[src/sppid_pkg.sv]
// Shared types and constants for the servo position PID step block.
// Used by the top level and the constant divider unit; no dependencies.
package sppid_pkg;

	typedef enum logic [1:0] {
		ST_UPDATED = 2'd0,
		ST_STOPPED = 2'd1,
		ST_FAULT   = 2'd2
	} status_t;

	typedef logic [2:0] cfg_index_t;

	localparam cfg_index_t CFG_GAIN_P      = 3'd0;
	localparam cfg_index_t CFG_GAIN_I      = 3'd1;
	localparam cfg_index_t CFG_GAIN_D      = 3'd2;
	localparam cfg_index_t CFG_GAIN_FF_VEL = 3'd3;
	localparam cfg_index_t CFG_GAIN_FF_ACC = 3'd4;
	localparam cfg_index_t CFG_DEADBAND    = 3'd5;
	localparam cfg_index_t CFG_FAULT_LIMIT = 3'd6;

	// ceil(2^35 / 10); with a right shift of 35 this divides any 32-bit
	// magnitude by ten exactly, and with a shift of 36 by twenty.
	localparam logic [31:0] RECIP_TEN = 32'hCCCCCCCD;
	localparam int          TEN_SHIFT = 35;

endpackage

[src/sppid_divc.sv]
// Signed division by a constant, truncating toward zero, as one multiply stage.
// Depends on sppid_pkg for the reciprocal; the quotient follows the product register.
module sppid_divc #(
	parameter int SHIFT = 35
) (
	input  logic        clk,
	input  logic        en,
	input  logic [31:0] num,
	output logic [31:0] quo
);
	import sppid_pkg::*;

	logic [31:0] mag;
	logic [63:0] prod;
	logic [63:0] prod_s1;
	logic        neg_s1;
	logic [31:0] quo_mag;

	assign mag  = num[31] ? (32'd0 - num) : num;
	assign prod = {32'd0, mag} * {32'd0, RECIP_TEN};

	always_ff @(posedge clk) begin
		if (en) begin
			prod_s1 <= prod;
			neg_s1  <= num[31];
		end
	end

	assign quo_mag = 32'(prod_s1 >> SHIFT);
	assign quo     = neg_s1 ? (32'd0 - quo_mag) : quo_mag;

endmodule

[config.mk]
export PLATFORM = sky130hd
export DESIGN_NAME = sppid_divc
export DESIGN_NICKNAME = d
export VERILOG_FILES = /design/src/sppid_pkg.sv /design/src/sppid_divc.sv
export SDC_FILE = /design/constraint.sdc
export NUM_CORES = 1
export LEC_CHECK = 0
export ABC_AREA = 1
export ABC_CLOCK_PERIOD_IN_PS = 7400
export BUFFER_PORTS_ARGS = -buffer_cell sky130_fd_sc_hd__buf_2
export CORE_AREA = 4 4 202 204
export CTS_CLUSTER_DIAMETER = 50
export DETAILED_ROUTE_END_ITERATION = 6
export DIE_AREA = 0 0 206 208
export PLACE_DENSITY = 0.75
export SLEW_MARGIN = 25
export SYNTH_ARGS = -nofsm -noshare
export SYNTH_HDL_FRONTEND = slang
export SYNTH_SLANG_ARGS = --single-unit
[constraint.sdc]
create_clock -name clk -period 7.4 [get_ports clk]
set_clock_uncertainty 0.1 [all_clocks]
set_input_delay 0.74 -clock clk [delete_from_list [all_inputs] [get_ports clk]]
set_output_delay 0.74 -clock clk [all_outputs]
set_load 0.05 [all_outputs]
# --- After elaboration in Yosys (flattened, before gate mapping) ---
# Index checks and enable logic that the tools add are counted.
word_totals:
  register_bits: 65
  inputBits: 34
  output_inout_bits: 32
  word_cells: 7
op_classes:
  addsub: 2
  n_mul: 1
  mux: 2
op_table:
  columns: ["op", "count"]
  rows:
  - ["$mul 32x32->64 const B", 1]
  - ["$mux 32", 2]
  - ["$sub 1x32->32 const A", 1]
  - ["$sub 1x29->30 const A", 1]

# --- Longest topological paths before layout ---
# Gate-level depths: netlist (run 1).
logic_depth:
  word_depth: 3
  ltp_mapped: 37
  depth_no_buf: 37

# --- Least setup slack after synthesis (run 1) ---
# OpenSTA, ideal clock, no wires.
synth_path:
  path_kind: "input-to-reg"
  startpoint: "input num[1]"
  endpoint: "register prod_s1[58] (data pin)"
  setup_ps: 252
  arrival_ps: 7100
  required_ps: 7048
  slack_ps: -52
  cell_stages: 30
  path_cell_list: "inv_1 ha_1 nand3_1 nor2_1 nand3_1 nor2_1 nand3_1 o21ai_2 nand2_1 xor2_1 ha_1 inv_1 fa_1 fa_1 inv_1 fa_1 fa_1 fa_1 fa_1 ha_1 ha_1 nand2_1 inv_1 a21oi_1 a21boi_0 o21ai_0 a21oi_1 nand2_1 nand2_1 nand2_1"
synth_via:
  elab_chain_len: 3
synth_rtl:
  columns: ["item", "line_no", "text"]
  rows:
  - ["start, declared", "sppid_divc.sv:8", "input logic [31:0] num,"]
  - ["$sub 1x32->32", "sppid_divc.sv:19", "assign mag = num[31] ? (32'd0 - num) : num;"]
  - ["$mux 32 (*)", "sppid_divc.sv:19", null]
  - ["$mul 32x32->64 (*)", "sppid_divc.sv:20", "assign prod = {32'd0, mag} * {32'd0, RECIP_TEN};"]
  - ["via prod[58]", "sppid_divc.sv:14", "logic [63:0] prod;"]
  - ["end signal, assigned", "sppid_divc.sv:24", "prod_s1 <= prod;"]
  - ["end, declared", "sppid_divc.sv:15", "logic [63:0] prod_s1;"]
# The timed path passes the listed nets; every way through them passes the cells marked *.
# A chain may end at the register's enable or synchronous reset.

# --- Final worst setup path (run 1) ---
# Ends and elaborated chain as after synthesis.

==> results.ini, run 1 <==
[global_route]
grt-ovfl-total = 0
grt_start_max_net_pins = 31
grt_first_pass_wirelength_um = 116000
track_usage_pct = 35.3
antenna_found_initial = 0
grt_pass1_vias = 21000

[final_layout]
fillers = 2922
final_common_cell = inv_1
antenna_cells = 0
fin_nets = 3912
area_growth_pct = 34.2
final_cell_mix = inv_1 (734), buf_4 (456), fa_1 (377), nand2_1 (321), ha_1 (255)
layout-drive-gt1-share_pct = 32.2

[synth]
yosysWarnings = 0
syn_nets = 3382
synthDistinctLibCells = 41
async_flop_share_pct = 0
synth_area_per_cell_um2 = 8.12
synth_top_area_share_pct = 38.5
synthCells = 2603
synth_flop_cell = edfxtp_1
yosys.area.top_type = fa_1
ys_ff_latch = 30
syn_area_um2 = 21100
yosysSeqAreaShare_pct = 4.26
synth_edf_count = 30
synth_area_leaders = fa_1 (38%), ha_1 (20%), inv_1 (14%)

[clock_network]
tritoncts = done
cts_buffer_depth = 2
clock-sinks = 30
holdBufCountCts = 0
clkTransAtPathRegs_ns = 0.05
htree_levels = 2
cts_buffers = 5
cts_root_buffer = clkbuf_16

[sta]
finalHoldViolations = 0
drv_slew = 0
timing.fmax_mhz = 128
min_period_over_period_pct = 106
min_period_ns = 7.82
worst_pin_slew_ns = 0.745
rsz0062_at_grt = true
finalSetupViolCount = 29
setup_slack_ns = -0.417
maxSlewHeadroom_pct = 50.3

[setup_path]
worstPathRequired_ns = 7.33
worstPathMaxFanout = 6
cp.arrival_ns = 7.75
cpMostUsedCell = fa_1
crit_type = input pin to flop
cp_num_buf_inv = 8
cp-start-kind = input pin
crit_slowest_cell = fa_2
path_delay_family = adder cells
slowest_delay_ns = 0.59
worst_setup_path_end_kind = flop

[status]
status = complete, but fails checks
violations = negative setup slack

[floorplanning]
start_util_pct = 53.8
die_x_um = 206
die-area_um2 = 42800
core-area_um2 = 39300
fp.dieH_um = 208
io_pins = 66
num_rows = 73

[worst_hold_path]
holdPathEnd = neg_s1$_DFFE_PP_
hold_path.startpoint = num[31]
hold_path_depth = 2
worstHoldPathType = input pin to flop

[detailed_routing]
drc = 0
dr.pass1.iters = 6
drt_iter0_markers = 1706
ant_nets = 0
routed_via_density = 5.41
vias = 19800
routedWlPerCell_um = 21.2
wl_um = 77700

[placed_design]
place.gp.congestion = 1.03
pre_cts_ws_ns = -1.06
port_buffers = 65
dpl.hpwl_um = 65200

[job]
cap_violations = 0

stage by stage:
step / hold WS, ns / util [%] / cell area, µm² / setup TNS [ns] / instances
after floorplan: 0.739 / - / 21200 / 0 / 2603
final: 0.851 / 72.2 / 28400 / -7.74 / 3659
after global placement: 1.14 / 64.1 / 25200 / -21.79 / 3593
after CTS: 0.850 / 68.1 / 26800 / -5.99 / 3633
after detailed placement: 1.13 / 64.1 / 25200 / -24.74 / 3593
after global routing: 0.839 / 72.2 / 28400 / -14.72 / 3659
cells in the mapped netlist (2+ instances only):
library cell  number
buf_2              2
nand3b_1           4
inv_2              2
nand4_1           14
fa_1             406
a21o_1             3
o21a_1             6
nor3_1            24
nand2_1          378
or2_2              5
nand3_1           78
buf_4              3
nor4_1             9
ha_1             339
o21bai_1          15
a21boi_0           2
a31oi_1            3
a21oi_1          101
nand2_4            2
nand2_2            8
clkbuf_1           5
o21ai_0           72
edfxtp_1          30
xor2_1            48
o21ai_1            3
o21ai_2            2
nor2_1           202
inv_1            807
xnor2_1           18
how the worst max path moves through the flow:
stage,to,cells past startpoint,start
2_1_floorplan,prod_s1[53]$_DFFE_PP_,34,num[1]
3_3_place_gp,prod_s1[58]$_DFFE_PP_,31,num[1]
3_5_place_dp,prod_s1[58]$_DFFE_PP_,31,num[1]
4_1_cts,prod_s1[54]$_DFFE_PP_,37,num[1]
5_1_grt,prod_s1[48]$_DFFE_PP_,31,num[10]
6_report,prod_s1[58]$_DFFE_PP_,32,num[1]
registers in the layout, summed over array words and instances (netlist names):
signal,cells
neg_s1,1
prod_s1,29
area by class of cell:
| cell class | instances | area [µm²] | area share (%) |
|---|---|---|---|
| Sequential cell | 30 | 901 | 3.18 |
| Tap cell | 525 | 657 | 2.32 |
| Timing Repair Buffer | 533 | 3930 | 13.8 |
| Inverter | 809 | 3060 | 10.8 |
| Clock inverter | 3 | 40.0 | 0.141 |
| Clock buffer | 5 | 125 | 0.441 |
| Multi-Input combinational cell | 1754 | 19700 | 69.3 |
per-layer routing:
layer / track usage [%] / up-vias / part of all wire (%) / wire length (µm)
met5: 0 / - / 0 / 0
met4: 12.4 / 0 / 5.6 / 4380
met3: 5.55 / 279 / 8.3 / 6420
met2: 59.1 / 936 / 48 / 37300
met1: 46.9 / 9733 / 38 / 29600
li1: - / 8839 / - / -
cell families after synthesis:
family          count (synthesis)  synth area share (%)
xor+xnor                       66                  2.74
fa+ha+maj                     745                  58.5
flops                          30                  4.26
buf+inv                       819                  14.6
compound gates                211                  5.42
simple gates                  732                  14.4
repair_timing:
action,CTS,global route
gates cloned,0,0
setup buffers,32,27
setup endpoints to repair,29,29
resized for setup,279,312
pin swaps,102,149
Power of run 1 is left out: the tool's default activity adds up to more than one toggle a clock period on the data nets, which glitch-free logic cannot reach.
==> run 2: changes to the inputs <==
--- a/config.mk
+++ b/config.mk
@@ -7,7 +7,7 @@
 export LEC_CHECK = 0
 export ABC_AREA = 1
 export ABC_CLOCK_PERIOD_IN_PS = 7400
-export BUFFER_PORTS_ARGS = -buffer_cell sky130_fd_sc_hd__buf_2
+export BUFFER_PORTS_ARGS = -buffer_cell sky130_fd_sc_hd__buf_4
 export CORE_AREA = 4 4 202 204
 export CTS_CLUSTER_DIAMETER = 50
 export DETAILED_ROUTE_END_ITERATION = 6
==> run 2 against run 1 <==
Against the previous run:
- die area unchanged
- sequential share of layout area fell by 0.064 points
- utilization is 1.5 points higher
- critical endpoint is now prod_s1[46]$_DFFE_PP_
- the flow still finishes with violations (negative setup slack)
- non-clock buffer count increased by 22
- cell count up 0.60%
- critical path depth is 1 lower
- first-iteration DRC count fell by 18%
==> results.ini, run 2 (synthesized netlist as in run 1, its figures left out) <==
[placed_design]
dpl.hpwl_um = 66400  ; +1.9%
place.gp.congestion = 1.05  ; +2.3%
dp.cells = 3611  ; +0.50%
port_buffers = 65  ; unchanged
pre_cts_ws_ns = -1.07  ; -0.0179 ns

[final_layout]
fin_util_pct = 73.7  ; +1.5 points
top_regs = prod_s1: 29 flops, neg_s1: 1 flops
largest_reg_flops = 29  ; unchanged
instances_no_fill = 3681  ; +0.60%
final_cell_mix = inv_1 (727), buf_4 (530), fa_1 (373), nand2_1 (313), ha_1 (250)
max_flop_register = prod_s1
area_growth_pct = 36.9
fin_nets = 3934  ; +0.56%
final_common_cell = inv_1
layout-drive-gt1-share_pct = 34.1  ; +1.9 points
antenna_cells = 0  ; unchanged

[job]
cap_violations = 0  ; unchanged

[setup_path]
cp-start-kind = input pin
cp.arrival_ns = 7.75  ; about the same
worstPathMaxFanout = 3  ; -3
worst_setup_path_end_kind = flop
crit_slowest_cell = fa_2
crit_type = input pin to flop
cpMostUsedCell = fa_1
worstPathRequired_ns = 7.33  ; about the same
slowest_delay_ns = 0.59  ; about the same

[detailed_routing]
ant_nets = 0  ; unchanged
drc = 0  ; unchanged
routedWlPerCell_um = 21.1  ; -0.87%
dr.pass1.iters = 5  ; -1
drt_iter0_markers = 1405  ; -18%
vias = 19400  ; -1.9%
routed_via_density = 5.27  ; -2.5%
wl_um = 77500  ; -0.28%

[sta]
min_period_ns = 7.82  ; +0.00121 ns
setup_slack_ns = -0.418  ; -0.00121 ns
min_period_over_period_pct = 106  ; about the same
rsz0062_at_grt = true
worst_pin_slew_ns = 0.437  ; -0.308 ns
finalHoldViolations = 0  ; unchanged
maxSlewHeadroom_pct = 70.6  ; +20 points
hold-worst-slack_ns = 0.760  ; -0.0912 ns
drv_slew = 0  ; unchanged
finalSetupViolCount = 29  ; unchanged
timing.fmax_mhz = 128  ; about the same

[floorplanning]
core-area_um2 = 39300  ; unchanged
start_util_pct = 53.8  ; unchanged
die-area_um2 = 42800  ; unchanged
num_rows = 73  ; unchanged
die_x_um = 206  ; unchanged
fp.dieH_um = 208  ; unchanged
io_pins = 66  ; unchanged

[clock_network]
cts_buffer_depth = 2  ; unchanged
tritoncts = done
clock-sinks = 30  ; unchanged
clkTransAtPathRegs_ns = 0.05  ; about the same
htree_levels = 2  ; unchanged
cts_root_buffer = clkbuf_16
holdBufCountCts = 0  ; unchanged
cts_buffers = 5  ; unchanged

[global_route]
grt_pass1_vias = 20700  ; -1.2%
track_usage_pct = 36.0  ; +0.66 points
antenna_found_initial = 0  ; unchanged
grt-ovfl-total = 0  ; unchanged
grt_start_max_net_pins = 31  ; unchanged
grt_first_pass_wirelength_um = 117000  ; +0.55%

[worst_hold_path]
worstHoldPathType = input pin to flop

[status]
violations = negative setup slack
status = complete, but fails checks

-- run 2: cell type report --
type                    count  area [µm²]
clock inverters             3        16.3
fillers                  2911       10300
flip-flops and latches     30         901
well taps                 525         657
repair buffers            555        4290
multi-input cells        1754       19900
clock buffers               5         125
inverters                 809        3060
-- run 2: critical path: cells and delay by family --
kind / cells / cell delay (ns)
fa+ha+maj: 9 / 3.92
xor+xnor: 1 / 0.20
buf+inv: 7 / 0.64
compound gates: 4 / 0.81
simple gates: 10 / 1.40
-- run 2: what timing repair did --
| action | in CTS | in global routing |
|---|---|---|
| pin swaps | 119 | 156 |
| setup buffers | 34 | 28 |
| endpoints found under the setup margin | 29 | 29 |
| gates resized for setup | 364 | 292 |
-- run 2: final timing paths --
kind  slack, ns     from               endpoint  cells past startpoint
min        0.76  num[31]       neg_s1$_DFFE_PP_                      2
max       -0.42   num[0]  prod_s1[46]$_DFFE_PP_                     31
-- run 2: metrics by stage --
step	cell area, µm²	setup TNS, ns
floorplan	21200	0
global placement	25500	-26.89
detailed placement	25500	-27.46
CTS	27400	-7.01
global route	28900	-15.19
finish	28900	-7.53
-- run 2: metal layers --
layer	wire (µm)	track usage [%]
met1	29800	46.6
met2	37200	59.7
met3	6300	7.65
met4	4180	13.1
met5	0	0
Power of run 2 is left out for the same reason.
